--- src/rtl/gnms_pkg.sv ---
// Shared types and constants of the gradient non-max suppression block.
`default_nettype none

package gnms_pkg;

    // Configuration register indexes
    localparam int CFG_IDX_W = 2;
    localparam logic [CFG_IDX_W-1:0] CFG_FRAME_WIDTH  = 2'd0;
    localparam logic [CFG_IDX_W-1:0] CFG_FRAME_HEIGHT = 2'd1;

    localparam logic [12:0] FRAME_WIDTH_RST  = 13'd2704;
    localparam logic [11:0] FRAME_HEIGHT_RST = 12'd1520;

    // Output codes
    localparam logic [7:0] CODE_EDGE = 8'd128;
    localparam logic [7:0] CODE_NONE = 8'd255;

    // tan(22.5) and tan(67.5) in Q2.32
    localparam logic [33:0] TAN_LOW  = 34'd1779033704;
    localparam logic [33:0] TAN_HIGH = 34'd10368968296;

    localparam int MAG_W  = 15;
    localparam int GRAD_W = 16;

    // Quantized gradient direction
    typedef enum logic [1:0] {
        DIR_H,
        DIR_V,
        DIR_D45,
        DIR_D135
    } t_dir;

    // One line-buffer word: two magnitude lines plus the gradients of one line
    typedef struct packed {
        logic [MAG_W-1:0]  mag_older;
        logic [MAG_W-1:0]  mag_newer;
        logic [GRAD_W-1:0] gx;
        logic [GRAD_W-1:0] gy;
    } t_line_word;

endpackage

`default_nettype wire

--- src/rtl/gnms_dir.sv ---
// Gradient direction quantizer: sector test of |gy| against tan(22.5)/tan(67.5) * |gx|.
`default_nettype none

module gnms_dir
    import gnms_pkg::*;
(
    input  wire logic [GRAD_W-1:0] i_grad_x,
    input  wire logic [GRAD_W-1:0] i_grad_y,
    output t_dir                   o_dir
);

    logic [GRAD_W-1:0] abs_x;
    logic [GRAD_W-1:0] abs_y;
    logic [49:0]       lhs;
    logic [49:0]       prod_low;
    logic [49:0]       prod_high;

    // two's complement magnitude; -32768 gives 32768 as unsigned
    assign abs_x = i_grad_x[GRAD_W-1] ? (~i_grad_x + 16'd1) : i_grad_x;
    assign abs_y = i_grad_y[GRAD_W-1] ? (~i_grad_y + 16'd1) : i_grad_y;

    assign lhs       = {2'b00, abs_y, 32'd0};
    assign prod_low  = 50'(abs_x) * 50'(TAN_LOW);
    assign prod_high = 50'(abs_x) * 50'(TAN_HIGH);

    always_comb begin
        if (((abs_x == '0) && (abs_y == '0)) || (lhs < prod_low)) begin
            o_dir = DIR_H;
        end else if (lhs >= prod_high) begin
            o_dir = DIR_V;
        end else if (i_grad_x[GRAD_W-1] == i_grad_y[GRAD_W-1]) begin
            o_dir = DIR_D45;
        end else begin
            o_dir = DIR_D135;
        end
    end

endmodule

`default_nettype wire

--- config.mk ---
export PLATFORM = sky130hd
export DESIGN_NAME = gnms_dir
export DESIGN_NICKNAME = d
export VERILOG_FILES = /design/src/rtl/gnms_pkg.sv /design/src/rtl/gnms_dir.sv
export SDC_FILE = /design/constraint.sdc
export NUM_CORES = 1
export LEC_CHECK = 0
export BUFFER_PORTS_ARGS = -buffer_cell sky130_fd_sc_hd__buf_4
export CORE_ASPECT_RATIO = 1.25
export CORE_MARGIN = 2
export CORE_UTILIZATION = 50
export DETAILED_ROUTE_END_ITERATION = 6
export GPL_TIMING_DRIVEN = 0
export PLACE_DENSITY = 0.66
export SETUP_SLACK_MARGIN = 0.4
export SLEW_MARGIN = 20
export SYNTH_ARGS = -nofsm -noshare
export SYNTH_HDL_FRONTEND = slang
export SYNTH_SLANG_ARGS = --single-unit
--- constraint.sdc ---
create_clock -name vclk -period 12.3
set_input_delay 1.845 -clock vclk [all_inputs]
set_output_delay 1.845 -clock vclk [all_outputs]
set_load 0.02 [all_outputs]
; ---- After elaboration in Yosys (flattened, before gate mapping)
; Index checks and enable logic that the tools add are counted.
[classes]
add_sub_neg = 2
mul = 2
order_cmp = 2
n_eq_ne = 1
n_mux = 5
n_bitwise = 2
n_reduce_logical = 4
[op_table]
columns = op, count
row1 = 48-bit by 50-bit greater-or-equal comparator with 1-bit output, 1
row2 = 48-bit by 47-bit < comparator with 1-bit output, 1
row3 = "16-bit by 31-bit multiplier with 47-bit output, second input constant", 1
row4 = "16-bit by 28-bit multiplier with 44-bit output, second input constant", 1
row5 = "16-bit by 1-bit adder with 16-bit output, second input constant", 2
row6 = 16-bit logical NOT, 2
row7 = 16-bit two-way mux, 2
row8 = 16-bit NOT, 2
row9 = 2-bit two-way mux, 2
row10 = 1-bit equality test, 1
row11 = 1-bit logical AND, 1
row12 = 1-bit logical OR, 1
row13 = 1-bit two-way mux, 1
[totals]
ff_bits = 0
input_bits = 32
out_inout_bits = 2
word_cells = 18

; ---- Logic depth before layout (Yosys ltp)
; Gate-level depths: netlist (run 1).
[depth]
ltp_word = 7
ltp_mapped = 42

; ---- Least setup slack after synthesis (run 1)
; Ideal clock, no wire load.
[synth_timing]
path_type = input port to output port
start = input port i_grad_x[3]
end = output port o_dir[0]
arrival_ns = 10.904
required_time_ns = 10.455
slack_ns = -0.449
path_stages = 34
n_path_buf = 1
path_cell_list = or4_4 or3_1 or4_4 o31ai_2 xor2_2 inv_1 ha_1 inv_1 fa_1 inv_1 fa_1 fa_1 fa_1 fa_1 ha_1 clkbuf_1 a21oi_1 o21ai_0 a221oi_1 o21ai_2 a21o_1 a21oi_1 xor2_1 ha_1 or4b_2 nor3_1 o2111ai_1 nor4_1 nand4_1 nor4_1 nand4_1 o31ai_1 o211ai_1 a21oi_1
[synth_via]
elab_chain_len = 7
[synth_lines]
columns = element, line_no
row1 = start: declaration, gnms_dir.sv:7  ; input wire logic [GRAD_W-1:0] i_grad_x,
row2 = 16-bit NOT, gnms_dir.sv:19  ; assign abs_x = i_grad_x[GRAD_W-1] ? (~i_grad_x + 16'd1) : i_grad_x;
row3 = 16-bit by 1-bit adder with 16-bit output, gnms_dir.sv:19
row4 = 16-bit two-way mux (*), gnms_dir.sv:19
row5 = "16-bit by 31-bit multiplier with 47-bit output, or another cell as far along", gnms_dir.sv:24  ; assign prod_high = 50'(abs_x) * 50'(TAN_HIGH);
row6 = "48-bit by 50-bit greater-or-equal comparator with 1-bit output, or another cell as far along", gnms_dir.sv:29  ; end else if (lhs >= prod_high) begin
row7 = 2-bit two-way mux / 1-bit logical OR (equally long branches), "gnms_dir.sv:29, gnms_dir.sv:27"
row8 = 2-bit two-way mux (*), gnms_dir.sv:27  ; if (((abs_x == '0) && (abs_y == '0)) || (lhs < prod_low)) begin
row9 = end: declaration, gnms_dir.sv:9  ; output t_dir o_dir
; Mark *: on every way between the ends. The rest lies on a longest branch, timed or not.

; ---- Worst setup path in the final report (run 1)
[layout_timing]
start = input port i_grad_x[5]
end = output port o_dir[1]
; Same word-level chain as after synthesis.

==> flow_metrics.env, run 1 <==
export IMPL_die_h_microns=169
export IMPL_gp_congestion=0.932
export IMPL_pin_count=34
export IMPL_drv_cap=0
export IMPL_critPathTopFamily="adder cells"
export IMPL_arrival_ns=11.35
export IMPL_hp_class="in -> out"
export IMPL_cpMostUsedCell="inv_2"
export IMPL_drc=0
export IMPL_finalHoldViolCount=0
export IMPL_ys_warn_count=0
export IMPL_grt_pass1_vias=9226
export IMPL_hpwl_microns=25900
export IMPL_diodes=0
export IMPL_required_ns=10.45
export IMPL_layout_common_cells="263 x ha_1, 229 x inv_1, 140 x fa_1, 86 x buf_4, 50 x a21oi_1"
export IMPL_grt_pass1_wl_microns=47700
export IMPL_ys_seq_area_frac=0
export IMPL_slew_viol_final=0
export IMPL_worstHoldStart="i_grad_y[10]"
export IMPL_area_delta_synth_final_pct=17.0
export IMPL_fp_dieW_microns=136
export IMPL_setup_violations=2
export IMPL_clockBufferCount=0
export IMPL_path_buf_inv=7
export IMPL_grt_antenna_before_repair=0
export IMPL_synth_net_count=1675
export IMPL_rsz0062_at_grt="true"
export IMPL_syn_avg_cell_area_sq_um=8.91
export IMPL_drt_first_iter_violations=336
export IMPL_fin_crit_sh=1.07
export IMPL_crit_cells=40
export IMPL_whs_endpoint="o_dir[1]"
export IMPL_grt_max_degree=14
export IMPL_hold_depth=7
export IMPL_overflow=0
export IMPL_cpPeakStageDelay_ns=0.63
export IMPL_via_count=8960
export IMPL_num_rows=60
export IMPL_numPortBuffers=33
export IMPL_hold_ws_ns=4.50
export IMPL_worstMarginPinSlew_ns=0.835
export IMPL_synth_distinct_cells=76
export IMPL_hold_buffers=0
export IMPL_dpl_cell_area_sq_um=11800
export IMPL_crit_fanout=6
export IMPL_drt_wirelength_per_cell_microns=18.9
export IMPL_grt_usage=0.265
export IMPL_postRouteAntennaNets=0
export IMPL_start_util=0.507
export IMPL_core_sq_um=21500
export IMPL_drive_above_1_share=0.183
export IMPL_dieArea_sq_um=23000
export IMPL_violations="negative setup slack"
export IMPL_setup_tns_ns=-1.73
export IMPL_post_route_cell_area_sq_um=12700
export IMPL_status="finished with violations"
export IMPL_slowest_stage="or4b_4"
export IMPL_routed_via_density=5.63
export IMPL_worstSetupPathType="in -> out"
export IMPL_end_kind="primary output"
export IMPL_cp_start_kind="primary input"
export IMPL_min_period_ns=13.19
export IMPL_nets=1768
export IMPL_nFlopsAndLatches=0
export IMPL_relSlewSlack=0.442
export IMPL_fmax_mhz=75.8
export IMPL_routed_wl_microns=30100
export IMPL_syn_inst=1222
export IMPL_regArea_sq_um=0
export IMPL_dp_slack_ns=-2.46
export IMPL_final_common_cell="ha_1"
export IMPL_fin_ws_ns=-0.893
export IMPL_first_pass_iters=5
export IMPL_syn_cell_area_sq_um=10900
[timing repair]
item / 4_1_cts / 5_1_grt
endpoints found under the setup margin: 2 / 2
gates cloned: 0 / 0
pin swaps: 47 / 64
setup buffers: 35 / 23
resized for setup: 71 / 44
[layer usage]
layer,global-route usage,up-vias,wire (microns)
met1,0.311,4343,11800
met5,0,-,0
met2,0.507,190,16000
li1,-,4354,-
met4,0.0901,0,1330
met3,0.0117,73,981
[cells in the mapped netlist, types with 10 or more instances]
cell      count  area share
fa_1        145        0.27
a21o_1       41       0.028
inv_1       245       0.084
clkbuf_1     12      0.0041
nand2_1      52       0.018
xor2_1       28       0.023
nor3_1       15      0.0069
o31ai_1      12      0.0083
o21ai_0      34       0.016
nand3_1      18      0.0083
nor2_1       44       0.015
ha_1        276        0.32
nand4_1      12      0.0069
o21a_1       10      0.0069
a21oi_1      63       0.029
xnor2_1      55       0.044
nand2b_1     11      0.0063
[cell families after synthesis]
group	Yosys count	share of synthesized area
buf+inv	266	0.0925
simple gates	213	0.105
xor+xnor	85	0.0697
compound gates	226	0.139
fa+ha+maj	425	0.587
mux	7	0.00678
[metrics by stage]
step / cells / util
after detailed placement: 1534 / 0.548
after global placement: 1534 / 0.546
after CTS: 1569 / 0.578
after global routing: 1592 / 0.594
after floorplan: 1222 / -
final: 1592 / 0.594
[layout make-up]
cell class,instances,area (sq um)
Multi-Input combinational cell,956,10600
Timing Repair Buffer,91,722
Inverter,248,948
Fill cell,1921,8720
Tap cell,279,349
Buffer,18,119
[tightest hold or removal path, stage by stage]
cell     delay [ns]
buf_4          0.09
xnor2_1        0.14
nor4_2         0.17
a31oi_1        0.14
o21ai_2        0.10
nor2b_4        0.05
buf_6          0.12
[how the worst max path moves through the flow]
stage | from | to
final | i_grad_x[5] | o_dir[1]
after global routing | i_grad_x[5] | o_dir[1]
after CTS | i_grad_x[6] | o_dir[0]
after detailed placement | i_grad_x[0] | o_dir[1]
after global placement | i_grad_x[0] | o_dir[1]
after floorplan | i_grad_x[3] | o_dir[0]
Power of run 1 is not shown: default switching activity piles up to over one toggle a cycle in this logic, so the estimate is an artifact.
==> inputs of run 2 (changes only) <==
--- a/config.mk
+++ b/config.mk
@@ -5,13 +5,14 @@
 export SDC_FILE = /design/constraint.sdc
 export NUM_CORES = 1
 export LEC_CHECK = 0
+export ABC_CLOCK_PERIOD_IN_PS = 12230
 export BUFFER_PORTS_ARGS = -buffer_cell sky130_fd_sc_hd__buf_4
 export CORE_ASPECT_RATIO = 1.25
 export CORE_MARGIN = 2
 export CORE_UTILIZATION = 50
 export DETAILED_ROUTE_END_ITERATION = 6
 export GPL_TIMING_DRIVEN = 0
-export PLACE_DENSITY = 0.66
+export PLACE_DENSITY = 0.63
 export SETUP_SLACK_MARGIN = 0.4
 export SLEW_MARGIN = 20
 export SYNTH_ARGS = -nofsm -noshare
==> constraint.sdc (replaced) <==
create_clock -name vclk -period 12.23
set_input_delay 1.8345 -clock vclk [all_inputs]
set_output_delay 1.8345 -clock vclk [all_outputs]
set_load 0.02 [all_outputs]
==> run 2 against run 1 <==
  * The run still ends with negative setup slack left
  * Wire length grew 0.60%
  * Setup slack got worse by 0.00070 ns
  * Design area decreased by 0.62%
  * Hold slack got worse by 0.045 ns
  * Non-clock buffer count fell by 14
  * Via count shrank 2.2%
  * Global-route usage rose by 0.67 points
  * Critical path type unchanged
  * Highest routed layer unchanged
==> flow_metrics.env, run 2 (synthesis gave the netlist of run 1 again) <==
export IMPL_status="finished with violations"
export IMPL_violations="negative setup slack"
export IMPL_start_util=0.507
export IMPL_grt_antenna_before_repair=0
export IMPL_required_ns=10.40
export IMPL_final_common_cell="ha_1"
export IMPL_nets=1754
export IMPL_grt_pass1_wl_microns=48300
export IMPL_rsz0062_at_grt="true"
export IMPL_dieArea_sq_um=23000
export IMPL_drc=0
export IMPL_via_count=8760
export IMPL_arrival_ns=11.29
export IMPL_crit_path_end="o_dir[1]"
export IMPL_overflow=0
export IMPL_nFlopsAndLatches=0
export IMPL_postRouteAntennaNets=0
export IMPL_end_kind="primary output"
export IMPL_drive_above_1_share=0.174
export IMPL_grt_usage=0.272
export IMPL_hold_ws_ns=4.46
export IMPL_core_sq_um=21500
export IMPL_clockBufferCount=0
export IMPL_relSlewSlack=0.464
export IMPL_grt_pass1_vias=9219
export IMPL_worstMarginPinSlew_ns=0.802
export IMPL_post_route_cell_area_sq_um=12700
export IMPL_cp_start_kind="primary input"
export IMPL_worstSetupPathType="in -> out"
export IMPL_fin_crit_sh=1.07
export IMPL_critPathTopFamily="adder cells"
export IMPL_numPortBuffers=33
export IMPL_die_h_microns=169
export IMPL_num_rows=60
export IMPL_multi_input_area_sq_um=10600
export IMPL_drt_first_iter_violations=335
export IMPL_fin_ws_ns=-0.894
export IMPL_hp_class="in -> out"
export IMPL_diodes=0
export IMPL_setup_worst_path_start="i_grad_x[5]"
export IMPL_layout_common_cells="262 x ha_1, 228 x inv_1, 141 x fa_1, 71 x buf_4"
export IMPL_slew_viol_final=0
export IMPL_grt_max_degree=14
export IMPL_pin_count=34
export IMPL_drt_wirelength_per_cell_microns=19.2
export IMPL_routed_wl_microns=30300
export IMPL_crit_cells=40
export IMPL_first_pass_iters=5
export IMPL_setup_violations=2
export IMPL_crit_fanout=6
export IMPL_drv_cap=0
export IMPL_path_buf_inv=7
export IMPL_fp_dieW_microns=136
export IMPL_worstHoldStart="i_grad_y[12]"
export IMPL_routed_via_density=5.55
export IMPL_cpPeakStageDelay_ns=0.64
export IMPL_fill_cells=1915
export IMPL_regArea_sq_um=0
export IMPL_gp_congestion=0.945
export IMPL_dpl_cell_area_sq_um=11800
export IMPL_fmax_mhz=76.2
export IMPL_hpwl_microns=26900
export IMPL_finalHoldViolCount=0
export IMPL_fin_util=0.590
export IMPL_slowest_stage="or4b_4"
export IMPL_min_period_ns=13.12
export IMPL_area_delta_synth_final_pct=16.3
-- run 2: area by class of cell --
type,instances,area share
multi-input cells,956,0.838
inverters,248,0.0752
well taps,279,0.0276
plain buffers,18,0.0103
repair buffers,77,0.0494
-- run 2: metrics by stage --
step           std cells  setup WS, ns  TNS (ns)
2_1_floorplan       1222       -0.0621   -0.0624
3_3_place_gp        1534         -2.57     -5.15
3_5_place_dp        1534         -2.79     -5.57
4_1_cts             1570        -0.943     -1.86
5_1_grt             1578         -1.20     -2.33
6_report            1578        -0.894     -1.72
-- run 2: worst min-delay path: stages --
cell and delay (ns):
buf_4 0.09, xnor2_1 0.13, nor3_1 0.16, a31oi_1 0.13, o21ai_2 0.10, nor2b_4 0.05, buf_6 0.12
-- run 2: what timing repair did --
action                     CTS  global route
setup buffers               36             8
setup endpoints to repair    2             2
hold buffers                 0             0
pin swaps                   55            39
gates resized for setup     83            34
-- run 2: worst min-delay path by stage --
stage,endpoint,slack (ns),depth (start not counted)
after floorplan,o_dir[0],4.12,3
after global placement,o_dir[0],4.54,5
after detailed placement,o_dir[0],4.54,5
after CTS,o_dir[0],4.52,5
after global routing,o_dir[1],4.51,7
final,o_dir[1],4.46,7
-- run 2: layer usage --
layer	track usage	up-vias	routed length, microns
li1	-	4299	-
met1	0.314	4243	11900
met2	0.510	149	16100
met3	0.0228	69	851
met4	0.107	0	1460
met5	0	-	0
Power of run 2 is left out for the same reason.
==> inputs of run 3 (changes only) <==
--- a/config.mk
+++ b/config.mk
@@ -5,6 +5,7 @@
 export SDC_FILE = /design/constraint.sdc
 export NUM_CORES = 1
 export LEC_CHECK = 0
+export ABC_AREA = 1
 export ABC_CLOCK_PERIOD_IN_PS = 12230
 export BUFFER_PORTS_ARGS = -buffer_cell sky130_fd_sc_hd__buf_4
 export CORE_ASPECT_RATIO = 1.25
==> run 3 against run 2 <==
  * The run now ends clean
  * Critical path depth rose by 2
  * Synthesized area up 6.3%
  * Maximum frequency grew 15%
  * Critical path type unchanged
==> flow_metrics.env, run 3 <==
export IMPL_finalHoldViolCount=0
export IMPL_yosys_area_share_simple=0.192
export IMPL_num_rows=62
export IMPL_drt_wirelength_per_cell_microns=17.2
export IMPL_dieArea_sq_um=24400
export IMPL_synth_fa_ha_area_frac=0.549
export IMPL_fin_ws_ns=0.834
export IMPL_required_ns=10.40
export IMPL_route_met2_wl_microns=17400
export IMPL_fin_crit_sh=0.932
export IMPL_fmax_mhz=87.8
export IMPL_grt_antenna_before_repair=0
export IMPL_hold_buffers=0
export IMPL_ys_warn_count=0
export IMPL_drv_cap=0
export IMPL_status="finished, final reports clean"
export IMPL_overflow=0
export IMPL_min_period_ns=11.40
export IMPL_final_common_cell="inv_1"
export IMPL_cpPeakStageDelay_ns=0.59
export IMPL_route_top_layer_used="met4"
export IMPL_synthXorXnorAreaFrac=0.0590
export IMPL_syn_cell_area_sq_um=11600
export IMPL_drc=0
export IMPL_netlist_top_cells_count="391 x inv_1, 276 x ha_1, 273 x nand2_1, 145 x fa_1, 106 x nor2_1"
export IMPL_crit_fanout=12
export IMPL_syn_avg_cell_area_sq_um=7.53
export IMPL_end_kind="primary output"
export IMPL_worstSetupPathType="in -> out"
export IMPL_dp_slack_ns=-0.967
export IMPL_numPortBuffers=34
export IMPL_nets=2086
export IMPL_synth_top_family_by_area="adder cells"
export IMPL_ys_seq_area_frac=0
export IMPL_syn_inst=1538
export IMPL_start_util=0.506
export IMPL_postRouteAntennaNets=0
export IMPL_core_sq_um=22900
export IMPL_clockBufferCount=0
export IMPL_first_pass_iters=5
export IMPL_nFlopsAndLatches=0
export IMPL_yosysTopAreaCell="ha_1"
export IMPL_synth_net_count=1991
export IMPL_cp_start_kind="primary input"
export IMPL_regArea_sq_um=0
export IMPL_arrival_ns=9.56
export IMPL_setup_violations=0
export IMPL_layout_common_cells="378 x inv_1, 259 x nand2_1, 253 x ha_1, 141 x fa_1, 94 x nor2_1"
export IMPL_synth_mux_area_frac=0
export IMPL_grt_pass1_wl_microns=51800
export IMPL_hp_class="in -> out"
export IMPL_routed_wl_microns=33100
export IMPL_rsz0062_at_grt="false"
export IMPL_routed_via_density=5.22
export IMPL_dr_wl_met3_microns=1040
export IMPL_yosysMostFrequentCell="inv_1"
export IMPL_hpwl_microns=29400
export IMPL_slowest_stage="fa_2"
export IMPL_diodes=0
export IMPL_pin_count=34
export IMPL_worstMarginPinSlew_ns=0.594
export IMPL_cpMostUsedCell="nand2_1"
export IMPL_slew_viol_final=0
export IMPL_setup_tns_ns=0
export IMPL_synth_top_area_share=0.298
export IMPL_synth_compound_area_frac=0.0697
export IMPL_area_delta_synth_final_pct=14.8
export IMPL_die_h_microns=174
export IMPL_grt_max_degree=13
export IMPL_via_count=10000
export IMPL_grt_pass1_vias=10100
export IMPL_gp_congestion=0.916
export IMPL_synth_distinct_cells=50
export IMPL_drt_first_iter_violations=419
export IMPL_relSlewSlack=0.601
export IMPL_synthTopCellsByArea="ha_1 30%, fa_1 25%, inv_1 13%"
export IMPL_wl_met1_microns=13200
export IMPL_fp_dieW_microns=140
export IMPL_grt_usage=0.269
export IMPL_drive_above_1_share=0.147
==> run 3: cell types whose count changed after synthesis, moves of 29 or more <==
cell | before | now
a21o_1 | 41 | 4
inv_1 | 245 | 391
nand2_1 | 52 | 273
nand3_1 | 18 | 47
nor2_1 | 44 | 106
xnor2_1 | 55 | 25
==> run 3: path summary, 6_finish.rpt <==
check | from | end | slack, ns | depth (start not counted)
min | i_grad_y[15] | o_dir[0] | 4.26 | 6
max | i_grad_x[0] | o_dir[0] | 0.83 | 42
==> run 3: worst max-delay path: cells and delay by family <==
kind	cells	cell delay, ns
simple gates	16	2.08
compound gates	6	0.91
xor+xnor	2	0.41
buf+inv	9	0.81
fa+ha+maj	9	3.51
==> run 3: area by class of cell <==
class	instances	area [sq um]
multi-input combinational	1141	10700
inverter	395	1490
fill	2158	9600
buffer	2	22.5
timing repair buffer	93	726
tap	288	360
==> run 3: cells by family (layout without fill, tap and decap cells) <==
logic type / count (synthesis) / after routing
AOI/OAI and AO/OA: 131 / 131
xor gates and xnor gates: 78 / 78
adders and majority gates: 421 / 421
buffers and inverters: 397 / 490
and+or+nand+nor: 511 / 511
==> run 3: stage by stage <==
| step | area [sq um] | hold slack (ns) | instances | utilization |
|---|---|---|---|---|
| 2_1_floorplan | 11600 | 4.01 | 1538 | - |
| 3_3_place_gp | 12200 | 4.26 | 1860 | 0.533 |
| 3_5_place_dp | 12200 | 4.26 | 1862 | 0.535 |
| 4_1_cts | 12600 | 4.26 | 1874 | 0.549 |
| 5_1_grt | 13300 | 4.32 | 1919 | 0.580 |
| 6_report | 13300 | 4.26 | 1919 | 0.580 |
==> run 3: metal layers <==
metal,vias up,global-route usage
met4,0,0.0728
met3,70,0.0124
li1,4992,-
met5,-,0
met1,4750,0.325
met2,205,0.518
==> run 3: repair_timing <==
| item | 4_1_cts | 5_1_grt |
|---|---|---|
| setup buffers | 12 | 45 |
| cloned | 0 | 0 |
| setup endpoints to repair | 2 | 2 |
| pin swaps | 10 | 46 |
| resized for setup | 46 | 86 |
Power of run 3 is left out for the same reason.
